$ cat src/lpsp_pkg.sv
`timescale 1ns / 1ps
// ----------------------------------------------------------------------------
// Low-precision Sun position: shared definitions
// Fixed-point formats, series constants, CORDIC tables and the queue word.
// ----------------------------------------------------------------------------
package lpsp_pkg;

  // Angles are kept to this many bits of a turn.
  localparam int ANGLE_BITS = 32;

  localparam int EPOCH_W = 41;
  localparam int POS_W   = 39;

  // floor(num * 2^64 / den) for num < den < 2^62, evaluated at elaboration.
  function automatic logic [63:0] ratio64(input logic [63:0] num, input logic [63:0] den);
    logic [63:0] q;
    logic [63:0] rem;
    q   = '0;
    rem = num;
    for (int i = 0; i < 64; i++) begin
      rem = rem << 1;
      q   = q << 1;
      if (rem >= den) begin
        rem  = rem - den;
        q[0] = 1'b1;
      end
    end
    return q;
  endfunction

  // J2000 in units of 2^-24 day.
  localparam logic [63:0] J2000_TICKS = 64'd864773210112;

  // Phase rates in 2^-88 turn per 2^-24 day and offsets in 2^-64 turn.
  localparam logic [63:0] M_RATE = ratio64(64'd999973583, 64'd365250000000);
  localparam logic [63:0] E_RATE = ratio64(64'd130042, 64'd131490000000000);
  localparam logic [63:0] M_OFS  = ratio64(64'd9931267, 64'd10000000);
  localparam logic [63:0] L_OFS  = ratio64(64'd7859444, 64'd10000000);
  localparam logic [63:0] E_OFS  = ratio64(64'd2343929111, 64'd36000000000);

  // J2000 times each rate, modulo 2^88.
  localparam logic [127:0] JM_FULL = 128'(J2000_TICKS) * 128'(M_RATE);
  localparam logic [127:0] JE_FULL = 128'(J2000_TICKS) * 128'(E_RATE);
  localparam logic [87:0]  JM_OFS  = JM_FULL[87:0];
  localparam logic [87:0]  JE_OFS  = JE_FULL[87:0];

  // Keeps the top ANGLE_BITS bits of a 64-bit phase.
  localparam logic [63:0] QMASK = {{ANGLE_BITS{1'b1}}, {(64 - ANGLE_BITS){1'b0}}};

  // Reciprocal of 10125 scaled by 2^64, for the perturbation scaling.
  localparam logic [63:0] K_DIV   = ratio64(64'd1, 64'd10125);
  localparam int          DIV_DEN = 10125;

  // CORDIC.
  localparam int CORDIC_STEPS = 30;
  localparam int CORDIC_LAT   = CORDIC_STEPS + 1;
  localparam logic signed [33:0] CORDIC_GAIN = 34'sd652032874;
  localparam logic [31:0] ATAN_TURN [CORDIC_STEPS] = '{
    32'h20000000, 32'h12E4051E, 32'h09FB385B, 32'h051111D4, 32'h028B0D43, 32'h0145D7E1,
    32'h00A2F61E, 32'h00517C55, 32'h0028BE53, 32'h00145F2F, 32'h000A2F98, 32'h000517CC,
    32'h00028BE6, 32'h000145F3, 32'h0000A2FA, 32'h0000517D, 32'h000028BE, 32'h0000145F,
    32'h00000A30, 32'h00000518, 32'h0000028C, 32'h00000146, 32'h000000A3, 32'h00000051,
    32'h00000029, 32'h00000014, 32'h0000000A, 32'h00000005, 32'h00000003, 32'h00000001
  };

  // Q30 sine and cosine values.
  typedef logic signed [33:0] q30_t;

  // Position limit in metres.
  localparam logic signed [45:0] POS_LIMIT = 46'sd152200000000;

  // Queue between front and back.
  localparam int Q_DEPTH = 4;
  localparam int QPTR_W  = $clog2(Q_DEPTH);
  localparam int QCNT_W  = $clog2(Q_DEPTH + 1);

  typedef struct packed {
    logic [63:0] mp;
    logic [31:0] ep;
  } lpsp_item_t;

  // Back pipeline depth: two CORDIC passes plus arithmetic stages.
  localparam int BACK_LAT = 2 * CORDIC_LAT + 12;

endpackage

$ cat src/lpsp_queue.sv
`timescale 1ns / 1ps
// ----------------------------------------------------------------------------
// Low-precision Sun position: phase queue
// A short first-in first-out queue that decouples front and back.
// ----------------------------------------------------------------------------
module lpsp_queue import lpsp_pkg::*; (
  input  logic       clk,
  input  logic       rst_n,
  input  logic       push,
  input  lpsp_item_t push_item,
  input  logic       pop,
  output lpsp_item_t head_item,
  output logic       full,
  output logic       empty
);

  lpsp_item_t        mem_r [Q_DEPTH];
  logic [QPTR_W-1:0] wr_ptr_r, rd_ptr_r, wr_ptr_nxt, rd_ptr_nxt;
  logic [QCNT_W-1:0] count_r, count_nxt;

  assign full      = (count_r == QCNT_W'(Q_DEPTH));
  assign empty     = (count_r == '0);
  assign head_item = mem_r[rd_ptr_r];

  // Pointer and fill count updates.
  always_comb begin
    wr_ptr_nxt = wr_ptr_r;
    rd_ptr_nxt = rd_ptr_r;
    if (push) begin
      wr_ptr_nxt = (wr_ptr_r == QPTR_W'(Q_DEPTH - 1)) ? '0 : wr_ptr_r + 1'b1;
    end
    if (pop) begin
      rd_ptr_nxt = (rd_ptr_r == QPTR_W'(Q_DEPTH - 1)) ? '0 : rd_ptr_r + 1'b1;
    end
    count_nxt = count_r + QCNT_W'(push) - QCNT_W'(pop);
  end

  always_ff @(posedge clk) begin
    if (!rst_n) begin
      wr_ptr_r <= '0;
      rd_ptr_r <= '0;
      count_r  <= '0;
    end else begin
      wr_ptr_r <= wr_ptr_nxt;
      rd_ptr_r <= rd_ptr_nxt;
      count_r  <= count_nxt;
    end
  end

  // Storage.
  always_ff @(posedge clk) begin
    if (push) begin
      mem_r[wr_ptr_r] <= push_item;
    end
  end

  a_no_overflow: assert property (@(posedge clk) disable iff (!rst_n) push |-> !full)
    else $error("queue written while full");
  a_no_underflow: assert property (@(posedge clk) disable iff (!rst_n) pop |-> !empty)
    else $error("queue read while empty");
  a_count_up: assert property (@(posedge clk) disable iff (!rst_n)
    (push && !pop) |=> count_r == $past(count_r) + 1'b1)
    else $error("queue count did not grow on a write");

endmodule

$ cat config.mk
export PLATFORM = sky130hd
export DESIGN_NAME = lpsp_queue
export DESIGN_NICKNAME = d
export VERILOG_FILES = /design/src/lpsp_pkg.sv /design/src/lpsp_queue.sv
export SDC_FILE = /design/constraint.sdc
export NUM_CORES = 1
export LEC_CHECK = 0
export BUFFER_PORTS_ARGS = -buffer_cell sky130_fd_sc_hd__buf_4
export CAP_MARGIN = 20
export CORE_MARGIN = 2
export CORE_UTILIZATION = 59
export CTS_BUF_LIST = sky130_fd_sc_hd__clkbuf_8
export CTS_CLUSTER_DIAMETER = 80
export CTS_CLUSTER_SIZE = 8
export DETAILED_ROUTE_END_ITERATION = 7
export HOLD_SLACK_MARGIN = 0.05
export PLACE_DENSITY = 0.8
export SLEW_MARGIN = 0
export SYNTH_ARGS = -nofsm -noshare
export SYNTH_HDL_FRONTEND = slang
export SYNTH_SLANG_ARGS = --single-unit
$ cat constraint.sdc
create_clock -name clk -period 3.9 [get_ports clk]
set_input_delay 0.585 -clock clk [delete_from_list [all_inputs] [get_ports clk]]
set_output_delay 0.585 -clock clk [all_outputs]
set_load 0.02 [all_outputs]
# After elaboration in Yosys (flattened, before gate mapping)
# Memory sizes are Yosys's and may differ from the RTL's. A register that Yosys moved wholly into a read port is not among the register bits.
# Index checks and enable logic that the tools add are counted.
# totals
mem_count,1
ff_bits,7
input_bits,100
out_inout_bits,98
ram_bits,384
wordCells,18
# mem_list
name,depth,word_bits,rd,rd_ports_with_merged_regs,write_ports,line_no,source
mem_r,4,96,1,1,1,lpsp_queue.sv:17,lpsp_item_t mem_r [Q_DEPTH];
# classes
muxes,6
reduce_logical,1
n_eq_ne,3
n_addsub,4
# op_table
op,n
2-bit 2-to-1 mux,4
"2-bit by 1-bit adder with 2-bit output, second input constant",2
"2-bit == test, second input constant",2
3-bit by 1-bit adder with 3-bit output,1
"3-bit == test, second input constant",1
3-bit logical NOT,1
3-bit by 1-bit subtractor with 3-bit output,1
1-bit 2-to-1 mux,2

# Longest topological paths before layout
# logic_depth
ltp_word,4
mapped_depth,7
ltp_nobuf,7

# Worst setup path after synthesis
# OpenSTA, ideal clock, no wires.
# synth_timing
path_type,input to register
start,input port push
end,memory mem_r[0][0] (netlist name) (enable)
arrival_ns,2.805
setup_ns,0.465
required_ns,3.435
path_slack_ns,0.630
n_path_buf,0
cell_stages,1
path_cell_list,and2_1
# synth_between
elab_chain_len,2
# synth_lines
item,line_no,source
start: declaration,lpsp_queue.sv:9,"input logic push,"
1-bit 2-to-1 mux,lpsp_queue.sv:52,if (push) begin
1-bit 2-to-1 mux (not written as such),lpsp_queue.sv:53,mem_r[wr_ptr_r] <= push_item;
end: declaration,lpsp_queue.sv:17,
# No other way between the ends.

==> flow_summary.toml <==
[setup_path]
worstPathRequired_ps = 3310
cp-endpoint = "head_item[82]"
start_kind = "flop"
crit_chain = "buf_4, mux4_2, buf_4"
end_kind = "output port"
path_max_fanout = 29
r2r_slack_ps = 1800
crit_arrival_ps = 2490
timing.rr.start = "wr_ptr_r[1]"
crit_type = "flop to output port"
crit_path_frequent_cell = "buf_4"
r2r-end = "mem_r[1][64]"
slowest_delay_ps = 760
crit_path_top_delay_cell = "dfxtp_4"
reg2reg_depth = 4

[clock_network]
numCtsBuffers = 55
cts_htree_levels = 2
clk_pin_slew_ps = 60
clockRootBuffer = "clkbuf_8"
cts_resized = 0
cts_setup_buffers = 0
cts_hold_buffers = 0
cts_sinks = 393
cts.path.max_buffers = 3
cts_tree = "done"
clock_latency_ps = 570

[yosys]
ys_top_cells_by_area = "edfxtp_1 81%, mux4_2 15%, dfxtp_1 1.3%, ha_1 0.61%, buf_6 0.39%"
synth_fp_nets = 654
ys_types = 19
synth-seq-cells = 393
syn_inst = 546
yosys.area.top_type_share_pct = 80.6
yosys_warnings = 0
avgSynthCellArea_sq_um = 26.2
seq_area_frac_synth_pct = 81.9
synth_area_leader_cell = "edfxtp_1"
synth_area_sq_mm = 0.0143

[placed_design]
gp_congestion = 0.723
hpwl_mm = 15.5
port_buffers = 197

[job]
drv_cap = 0

[layout]
area_delta_synth_final_pct = 19.5
final_nets = 895
diodes = 0
fillers = 1329
drive_gt1_share_pct = 45.4
fin_util_pct = 72.4

[floorplan]
fp.dieArea_sq_mm = 0.0255
die_w_um = 160
io_pins = 198
die_height_um = 160
core-area_sq_mm = 0.0236
start_util_pct = 60.6
row_count = 56

[global_routing]
grt_pass1_wl_mm = 39.9
grt_pass1_vias = 7111
grtUsageTotal_pct = 20.4
grt_max_degree = 76
overflow = 0
antenna_found_initial = 0

[power_and_ir_drop]
ir_worst_vdd_v = 0.000442
p_leak_nw = 5.84
p_per_area_mw_per_mm2 = 500

[timing]
fmax_ghz = 0.326
rsz0062_at_grt = "no"
slew_violations = 0
final_hold_viol_count = 0
fin_hold_ws_ps = 202
slew_headroom_pct = 34.4
fin_crit_ps = 3070
fin_crit_sh_pct = 78.7
tightest_slew_ps = 984
finalSetupViolations = 0
setup-tns-final_ps = 0
clock_skew_ps = 29.3

[detailed_routing]
drt-pass1-iter-count = 7
postRouteAntennaNets = 0
avgViaCountPerCell = 5.70
wl_mm = 25.6
vias = 6457
drc = 0
routedWlPerCell_um = 22.6
dr.first_iter.drc_count = 407

[min_path]
hold_path.class = "primary input to flop"

[run_status]
status = "finished clean"
## kinds of logic (layout without fill, tap and decap cells)
kind of cell / count (synthesis) / count (layout) / synth area share [%]
adders and majority gates: 8 / 8 / 0.752
and+or+nand+nor: 15 / 15 / 0.630
muxes: 98 / 98 / 15.3
buffers and inverters: 29 / 296 / 1.23
DFF: 393 / 393 / 81.9
xor gates and xnor gates: 1 / 1 / 0.166
AOI/OAI and AO/OA: 2 / 2 / 0.0700
## flip-flops by register name, indices dropped and copies added, names as in the netlist, named ones only
signal / flops
mem_r: 384
rd_ptr_r: 2
count_r: 3
wr_ptr_r: 2
## metrics by stage
stage	instances	instance area [sq um]	setup WS (ps)	total power [mW]
floorplan	546	14300	630	5.52
global placement	1049	16200	1390	5.93
detailed placement	1049	16200	1360	5.96
CTS	1132	17100	729	8.62
global route	1132	17100	646	8.85
finish	1132	17100	830	8.54
## per-layer routing
metal | share of wire [%] | wire length, um | vias to the layer above | GRT usage [%]
met3 | 8.9 | 2280 | 50 | 6.36
met4 | 2.0 | 520 | 0 | 5.62
met1 | 39 | 9930 | 3333 | 26.6
li1 | - | - | 2807 | -
met2 | 50 | 12800 | 267 | 33.9
met5 | 0 | 0 | - | 0
## cells in the mapped netlist
cell        n
and2_1      6
mux4_2     96
buf_12      1
nor2_1      3
and3_1      1
edfxtp_1  384
fa_1        1
dfxtp_1     9
buf_6       5
a21oi_1     2
inv_1       7
xor3_1      1
or3b_2      2
buf_2      11
ha_1        7
mux2i_1     2
nand2b_1    2
nor3_1      1
clkbuf_1    5
## how the worst min path moves through the flow
| stage | endpoint | cells past startpoint | slack (ps) | start |
|---|---|---|---|---|
| after floorplan | flop | 2 | 480 | rd_ptr_r[0] |
| after global placement | flop | 2 | 480 | rd_ptr_r[0] |
| after CTS | mem_r[3][7] | 1 | 170 | push_item[7] |
| after global routing | mem_r[2][8] | 1 | 170 | push_item[8] |
| final | mem_r[1][29] | 1 | 200 | push_item[29] |
| after detailed placement | flop | 2 | 500 | rd_ptr_r[0] |
## cell usage in the layout (no fill, tap or decap)
master and n:
xor3_1 1, nand2b_1 2, buf_12 7, or3b_2 2
dfxtp_4 2, fa_1 1, mux2i_1 2, clkbuf_8 56
edfxtp_1 384, inv_1 31, and3_1 1, clkinvlp_4 1
dfxtp_1 7, ha_1 7, clkinv_4 1, nor3_1 1
and2_4 4, inv_6 1, and2_1 2, a21oi_1 2
mux4_2 96, buf_4 199, nor2_1 3
## layout make-up
cell class	instances	area (sq um)	area share, %
Tap cell	319	399	2.34
Sequential cell	393	11700	68.6
Timing Repair Buffer	206	1630	9.56
Clock inverter	27	115	0.674
Multi-Input combinational cell	124	2420	14.2
Inverter	7	26.3	0.154
Clock buffer	56	771	4.51
## critical path, delay by kind of cell, from the launching register on
family | cells | cell delay, ps
buf+inv | 2 | 570
flops | 1 | 760
mux | 1 | 560
## power by group
part	internal, mW	switching, mW
logic	0.466	0.498
registers	4.82	0.0738
clock network	1.31	1.38
total	6.60	1.95
Note: power is estimated with default switching activity, not from simulation.
