==> src/lpsp_pkg.sv <==
`timescale 1ns / 1ps
// ----------------------------------------------------------------------------
// Low-precision Sun position: shared definitions
// Fixed-point formats, series constants, CORDIC tables and the queue word.
// ----------------------------------------------------------------------------
package lpsp_pkg;

  // Angles are kept to this many bits of a turn.
  localparam int ANGLE_BITS = 32;

  localparam int EPOCH_W = 41;
  localparam int POS_W   = 39;

  // floor(num * 2^64 / den) for num < den < 2^62, evaluated at elaboration.
  function automatic logic [63:0] ratio64(input logic [63:0] num, input logic [63:0] den);
    logic [63:0] q;
    logic [63:0] rem;
    q   = '0;
    rem = num;
    for (int i = 0; i < 64; i++) begin
      rem = rem << 1;
      q   = q << 1;
      if (rem >= den) begin
        rem  = rem - den;
        q[0] = 1'b1;
      end
    end
    return q;
  endfunction

  // J2000 in units of 2^-24 day.
  localparam logic [63:0] J2000_TICKS = 64'd864773210112;

  // Phase rates in 2^-88 turn per 2^-24 day and offsets in 2^-64 turn.
  localparam logic [63:0] M_RATE = ratio64(64'd999973583, 64'd365250000000);
  localparam logic [63:0] E_RATE = ratio64(64'd130042, 64'd131490000000000);
  localparam logic [63:0] M_OFS  = ratio64(64'd9931267, 64'd10000000);
  localparam logic [63:0] L_OFS  = ratio64(64'd7859444, 64'd10000000);
  localparam logic [63:0] E_OFS  = ratio64(64'd2343929111, 64'd36000000000);

  // J2000 times each rate, modulo 2^88.
  localparam logic [127:0] JM_FULL = 128'(J2000_TICKS) * 128'(M_RATE);
  localparam logic [127:0] JE_FULL = 128'(J2000_TICKS) * 128'(E_RATE);
  localparam logic [87:0]  JM_OFS  = JM_FULL[87:0];
  localparam logic [87:0]  JE_OFS  = JE_FULL[87:0];

  // Keeps the top ANGLE_BITS bits of a 64-bit phase.
  localparam logic [63:0] QMASK = {{ANGLE_BITS{1'b1}}, {(64 - ANGLE_BITS){1'b0}}};

  // Reciprocal of 10125 scaled by 2^64, for the perturbation scaling.
  localparam logic [63:0] K_DIV   = ratio64(64'd1, 64'd10125);
  localparam int          DIV_DEN = 10125;

  // CORDIC.
  localparam int CORDIC_STEPS = 30;
  localparam int CORDIC_LAT   = CORDIC_STEPS + 1;
  localparam logic signed [33:0] CORDIC_GAIN = 34'sd652032874;
  localparam logic [31:0] ATAN_TURN [CORDIC_STEPS] = '{
    32'h20000000, 32'h12E4051E, 32'h09FB385B, 32'h051111D4, 32'h028B0D43, 32'h0145D7E1,
    32'h00A2F61E, 32'h00517C55, 32'h0028BE53, 32'h00145F2F, 32'h000A2F98, 32'h000517CC,
    32'h00028BE6, 32'h000145F3, 32'h0000A2FA, 32'h0000517D, 32'h000028BE, 32'h0000145F,
    32'h00000A30, 32'h00000518, 32'h0000028C, 32'h00000146, 32'h000000A3, 32'h00000051,
    32'h00000029, 32'h00000014, 32'h0000000A, 32'h00000005, 32'h00000003, 32'h00000001
  };

  // Q30 sine and cosine values.
  typedef logic signed [33:0] q30_t;

  // Position limit in metres.
  localparam logic signed [45:0] POS_LIMIT = 46'sd152200000000;

  // Queue between front and back.
  localparam int Q_DEPTH = 4;
  localparam int QPTR_W  = $clog2(Q_DEPTH);
  localparam int QCNT_W  = $clog2(Q_DEPTH + 1);

  typedef struct packed {
    logic [63:0] mp;
    logic [31:0] ep;
  } lpsp_item_t;

  // Back pipeline depth: two CORDIC passes plus arithmetic stages.
  localparam int BACK_LAT = 2 * CORDIC_LAT + 12;

endpackage

==> src/lpsp_front.sv <==
`timescale 1ns / 1ps
// ----------------------------------------------------------------------------
// Low-precision Sun position: front end
// Accepts epochs and forms the mean anomaly and obliquity phases.
// ----------------------------------------------------------------------------
module lpsp_front import lpsp_pkg::*; (
  input  logic               clk,
  input  logic               rst_n,
  input  logic               in_valid,
  output logic               in_ready,
  input  logic [EPOCH_W-1:0] in_epoch_mjd,
  output logic               push,
  output lpsp_item_t         push_item,
  input  logic               q_full
);

  logic [3:0]  vf_r;
  logic        en;

  logic [63:0] pm00_r, pm01_r, pe00_r, pe01_r;
  logic [40:0] pm10_r, pm11_r, pe10_r, pe11_r;
  logic [87:0] sm_r, se_r;
  logic [63:0] phm_r, phe_r;
  logic [63:0] mp_r, ep_r;

  // The pipeline moves whenever its last word can leave.
  assign en       = !vf_r[3] || !q_full;
  assign in_ready = en;
  assign push     = vf_r[3] && !q_full;
  assign push_item = '{mp: mp_r, ep: ep_r[63:32]};

  // Valid bits of the four stages.
  always_ff @(posedge clk) begin
    if (!rst_n) begin
      vf_r <= '0;
    end else if (en) begin
      vf_r <= {vf_r[2:0], in_valid};
    end
  end

  // Partial products of the epoch with both rates.
  always_ff @(posedge clk) begin
    if (en) begin
      pm00_r <= 64'(in_epoch_mjd[31:0]) * 64'(M_RATE[31:0]);
      pm01_r <= 64'(in_epoch_mjd[31:0]) * 64'(M_RATE[63:32]);
      pm10_r <= 41'(in_epoch_mjd[40:32]) * 41'(M_RATE[31:0]);
      pm11_r <= 41'(in_epoch_mjd[40:32]) * 41'(M_RATE[63:32]);
      pe00_r <= 64'(in_epoch_mjd[31:0]) * 64'(E_RATE[31:0]);
      pe01_r <= 64'(in_epoch_mjd[31:0]) * 64'(E_RATE[63:32]);
      pe10_r <= 41'(in_epoch_mjd[40:32]) * 41'(E_RATE[31:0]);
      pe11_r <= 41'(in_epoch_mjd[40:32]) * 41'(E_RATE[63:32]);
    end
  end

  // Full products modulo 2^88.
  always_ff @(posedge clk) begin
    if (en) begin
      sm_r <= 88'(pm00_r) + (88'(pm01_r) << 32) + (88'(pm10_r) << 32) + (88'(pm11_r) << 64);
      se_r <= 88'(pe00_r) + (88'(pe01_r) << 32) + (88'(pe10_r) << 32) + (88'(pe11_r) << 64);
    end
  end

  // Time phases: the product taken relative to J2000, floored to 2^-64 turn.
  always_ff @(posedge clk) begin
    if (en) begin
      phm_r <= 64'((sm_r - JM_OFS) >> 24);
      phe_r <= 64'((se_r - JE_OFS) >> 24);
    end
  end

  // Mean anomaly and obliquity, quantized.
  always_ff @(posedge clk) begin
    if (en) begin
      mp_r <= (M_OFS + phm_r) & QMASK;
      ep_r <= (E_OFS - phe_r) & QMASK;
    end
  end

endmodule

==> config.mk <==
export PLATFORM = sky130hd
export DESIGN_NAME = lpsp_front
export DESIGN_NICKNAME = d
export VERILOG_FILES = /design/src/lpsp_pkg.sv /design/src/lpsp_front.sv
export SDC_FILE = /design/constraint.sdc
export NUM_CORES = 2
export LEC_CHECK = 0
export ABC_AREA = 1
export ABC_CLOCK_PERIOD_IN_PS = 22100
export BUFFER_PORTS_ARGS = -buffer_cell sky130_fd_sc_hd__buf_2
export CAP_MARGIN = 20
export CORE_MARGIN = 5
export CORE_UTILIZATION = 40
export DETAILED_ROUTE_END_ITERATION = 10
export SYNTH_ARGS = -nofsm -noshare
export SYNTH_HDL_FRONTEND = slang
export SYNTH_SLANG_ARGS = --single-unit
==> constraint.sdc <==
create_clock -name clk -period 22.1 [get_ports clk]
set_clock_uncertainty 0.2 [all_clocks]
set_input_delay 4.42 -clock clk [delete_from_list [all_inputs] [get_ports clk]]
set_output_delay 4.42 -clock clk [all_outputs]
set_load 0.01 [all_outputs]
# After elaboration in Yosys (flattened, before gate mapping)
# Cells that the tools add are included.
# word_totals
in_bits	45
ff_bits	683
wordCells	35
# op_classes
n_mul	6
add_sub_neg	10
reduce_logical	4
# op_table
cell	n
64-bit by 88-bit adder with 88-bit output	1
88-bit by 73-bit adder with 88-bit output	1
88-bit adder	1
88-bit by 74-bit subtractor with 88-bit output, second input constant	1
88-bit by 85-bit subtractor with 88-bit output, second input constant	1
72-bit by 75-bit adder with 76-bit output	1
67-bit by 71-bit adder with 72-bit output	1
62-bit by 66-bit adder with 67-bit output	1
64-bit adder, first input constant	1
61-bit by 64-bit subtractor with 64-bit output, first input constant	1
32-bit by 30-bit multiplier with 62-bit output, second input constant	1
32-bit by 26-bit multiplier with 58-bit output, second input constant	1
32-bit by 22-bit multiplier with 54-bit output, second input constant	1
9-bit by 30-bit multiplier with 39-bit output, second input constant	1
9-bit by 26-bit multiplier with 35-bit output, second input constant	1
9-bit by 22-bit multiplier with 22-bit output, second input constant	1
1-bit logical NOT	2
1-bit logical AND	1
1-bit logical OR	1

# Logic depth before layout (Yosys ltp)
# depth
word_depth	3
mapped_depth	29
mapped_depth_nobuf	29

# Worst setup path before layout
# Ideal clock, no wire load.
# synth_timing
path_type	input port to output port
start	input port q_full
end	output port in_ready
stages	1
required_time_ns	17.480
slack_ns	1.072
arrival_time_ns	16.408
path_cell_list	nand2_1
# synth_between
elab_chain_cells	2
# synth_rtl
element	line_no	text
start: declaration	lpsp_front.sv:14	input logic q_full
1-bit logical NOT	lpsp_front.sv:27	assign en = !vf_r[3] || !q_full;
1-bit logical OR	lpsp_front.sv:27	
end: declaration	lpsp_front.sv:10	output logic in_ready,
# Every way passes these cells.

# Final worst setup path
# layout_timing
start	input port in_epoch_mjd[9]
end	register pe00_r[25] (data pin)
# layout_between
elab_chain_cells	1
# layout_rtl
element	line_no	text
start: declaration	lpsp_front.sv:11	input logic [EPOCH_W-1:0] in_epoch_mjd,
32-bit by 30-bit multiplier with 62-bit output	lpsp_front.sv:48	pe00_r <= 64'(in_epoch_mjd[31:0]) * 64'(E_RATE[31:0]);
end signal: assignment	lpsp_front.sv:48	
end: declaration	lpsp_front.sv:20	logic [63:0] pm00_r, pm01_r, pe00_r, pe01_r;
# Every way passes these cells.
# A chain may end at the register's enable or synchronous reset.

==> summary.md <==
| Metric | Value |
|---|---|
| CTS tree | `done` |
| Gpl congestion | `1.07` |
| Vias post-DR | `75700` |
| Clock Sinks | `~570` |
| Initial antenna violation count | `37` |
| Cts hold-fix bufs | `0` |
| Tmin final | `12.07 ns` |
| Status | `finished, final reports clean` |
| Ports | `approximately 140` |
| Hold Path Class | `reg -> reg` |
| Synth cell types | `64` |
| Resized cells post-CTS | `0` |
| Crit Path Category | `in -> reg` |
| Buf/Inv on CP | `8` |
| CP endpoint kind | `flip-flop` |
| Measured slew at the worst slew-check pin | `between 1 and 1.5 ns` |
| Post-CTS setup buffer count | `0` |
| Root Driver | `clkbuf_16` |
| Post-Route WL | `391000 µm` |
| H-tree Lvls | `3` |
| Asr flop ratio synth | `0%` |
| Crit path largest cell delay | `1.07 ns` |
| Layout area overhead | `7.90%` |
| Max Cap Viol | `0` |
| Fin nets | `13400` |
| First-pass GRT wire length | `about 560000 µm` |
| Total grt overflow | `0` |
| Site Rows | `173` |
| Fmax | `82.8 MHz` |
| Die height | `roughly 480 µm` |
| Final period utilization | `54.6%` |
| Max FO, Critical Path | `13` |
| CP Data Required Time | `roughly 22 ns` |
| Cells along the critical path | `buf_2, buf_4, ha_1, ha_1, inv_1, fa_1, fa_1, inv_1, fa_1, inv_1, fa_1, inv_1, fa_1, inv_1, fa_1, inv_1, ha_1, nand2_1, nor2_1, nand2_1, nor2_1, nand2_1, nand3_1, xor2_1` |
| Cell family with most CP delay | `adder cells` |
| Sequential-to-total area share from yosys stat | `19.2%` |
| Post-route ant nets | `0` |
| Worst-path clk slew | `0.08 ns` |
| All-Layer GR Usage | `33.4%` |
| Critical-path top delay cell | `ha_1` |
| Setup_tns | `0 ns` |
| Hold Vio Cnt, Final | `0` |
| Cell count after synthesis | `10900` |
| Die area | `233000 µm²` |
| Input/output buffers | `110` |
| Cell area after synthesis | `approximately 89000 µm²` |
| Iter 0 DRT Violations | `7027` |
| DP Wirelength | `between 300000 and 400000 µm` |
| Final setup viols | `0` |
| Critical Path AT | `12.32 ns` |
| Skew-Pair Late Insertion Delay | `roughly 0.74 ns` |
| Worst slew margin | `around 16%` |
| Wire per inst | `27.6 µm` |
| CTS max path bufs | `3` |
| DRT Pass-1 Iters | `7` |
| Area of the core | `around 220000 µm²` |
| Vias in the first global route | `76600` |
| RSZ-0062 raised after global routing | `no` |
| Initial Utilization | `40.2%` |
| Die width | `483 µm` |
| Remaining DRCs | `0` |
| Yosys reg bits | `approximately 570` |
| Synthesized area per cell | `8.20 µm²` |
| Post-synth top flop | `edfxtp_1` |
| Inserted Clock Buffers | `76` |
| Via/cell ratio | `5.34` |
| Pin count of the biggest net entering global routing | `approximately 150` |
| YS warnings | `0` |
| Number of flops mapped to enable cells by yosys | `569` |
| Layout cells sized above 1 | `between 3 and 4%` |
| Max-slew violation count | `0` |
| R2r setup slk | `around 18 ns` |
| CP startpoint kind | `input port` |
## synth_stat cells, types with 3 or more instances
master,instances,area (µm²)
dfxtp_1,4,80.1
or2_1,4,25.0
or2_2,3,18.8
nand2_2,29,181
a21o_1,27,203
buf_2,3,15.0
o21ai_2,8,70.1
clkinv_1,4,15.0
fa_1,1148,23000
inv_2,38,143
inv_1,2510,9420
nor4_1,15,93.8
o22ai_1,7,43.8
nor3_1,123,616
nor3_2,25,250
nor2_1,928,3480
nand3b_1,24,180
and3_1,7,43.8
o21ai_1,28,140
nand2_1,2303,8640
o21bai_1,58,435
a21boi_0,16,120
xor2_1,200,1750
o21a_1,31,233
ha_1,1112,13900
and2_1,13,81.3
a21oi_2,3,26.3
nand4_1,142,888
nand3_2,10,100
xnor2_1,42,368
nand3_1,455,2280
edfxtp_1,569,17100
o211ai_1,6,45.0
a21oi_1,531,2660
nor2_4,15,169
a31oi_1,13,81.3
buf_4,34,255
nor2_2,35,219
o21ai_0,362,1810
## through the flow
step | setup slack, ns | utilization (%) | instance area (µm²) | hold slack, ns | cells
2_1_floorplan | 1.07 | - | 89600 | 0.200 | 10900
3_3_place_gp | 9.54 | 42.2 | 93900 | 0.204 | 14000
3_5_place_dp | 9.65 | 42.2 | 93900 | 0.205 | 14000
4_1_cts | 10.44 | 43.4 | 96500 | 0.208 | 14200
5_1_grt | 10.07 | 43.4 | 96500 | 0.221 | 14200
6_report | 10.03 | 43.4 | 96500 | 0.202 | 14200
## state kept, by name (all words and copies together) (netlist names), 37 cells and up
register / count
pe10_r: 37
sm_r: 63
pm01_r: 53
phe_r: 63
phm_r: 63
pm00_r: 39
pe00_r: 39
se_r: 53
## final timing paths
check,start,to,depth (start not counted)
hold reg to reg,pm00_r[26]$_DFFE_PP_,sm_r[26]$_DFFE_PP_,0
hold / removal,pm00_r[26]$_DFFE_PP_,sm_r[26]$_DFFE_PP_,0
setup reg to reg,pe01_r[2]$_DFFE_PP_,sm_r[75]$_DFFE_PP_,15
setup / recovery,in_epoch_mjd[9],pe00_r[25]$_DFFE_PP_,24
## cell type report
cell class / count / area (µm²)
antenna: 11 / 27.5
clock buffer: 84 / 1950
clock inverter: 53 / 681
fill: 22700 / 126000
inverter: 2553 / 9580
multi-input combinational: 7780 / 62500
sequential: 573 / 17200
tap: 2975 / 3720
timing repair buffer: 147 / 853
## cell usage in the layout, fill, tap and decap left out, drive strengths merged, types with 148 or more instances in the layout
| cell | count |
|---|---|
| a21oi | 534 |
| edfxtp | 569 |
| fa | 1148 |
| ha | 1112 |
| inv | 2557 |
| nand2 | 2333 |
| nand3 | 466 |
| nor2 | 978 |
| nor3 | 148 |
| o21ai | 398 |
| xor2 | 200 |
## metal layers
| metal | part of all wire (%) | global-route usage (%) | wire length (µm) | vias up |
|---|---|---|---|---|
| li1 | - | - | - | 34700 |
| met1 | 44 | 45.8 | 171000 | 37600 |
| met2 | 45 | 52.6 | 174000 | 2833 |
| met3 | 6.1 | 4.44 | 23900 | 609 |
| met4 | 5.8 | 15.7 | 22500 | 4 |
| met5 | 0.0069 | 0 | 27 | - |
## cell families (layout without fill, tap and decap cells)
logic type                 after synthesis  count (layout)  synth area share (%)
xor gates and xnor gates               242             242                  2.37
and+or+nand+nor                       4145            4145                  19.5
AOI/OAI and AO/OA                     1101            1101                  6.67
buffers and inverters                 2592            2837                  11.0
DFF                                    573             573                  19.2
adders and majority gates             2260            2260                  41.2
other                                    1              43               0.00419
Power is not shown: default switching activity piles up to over one toggle a cycle in this logic, so the estimate is an artifact.
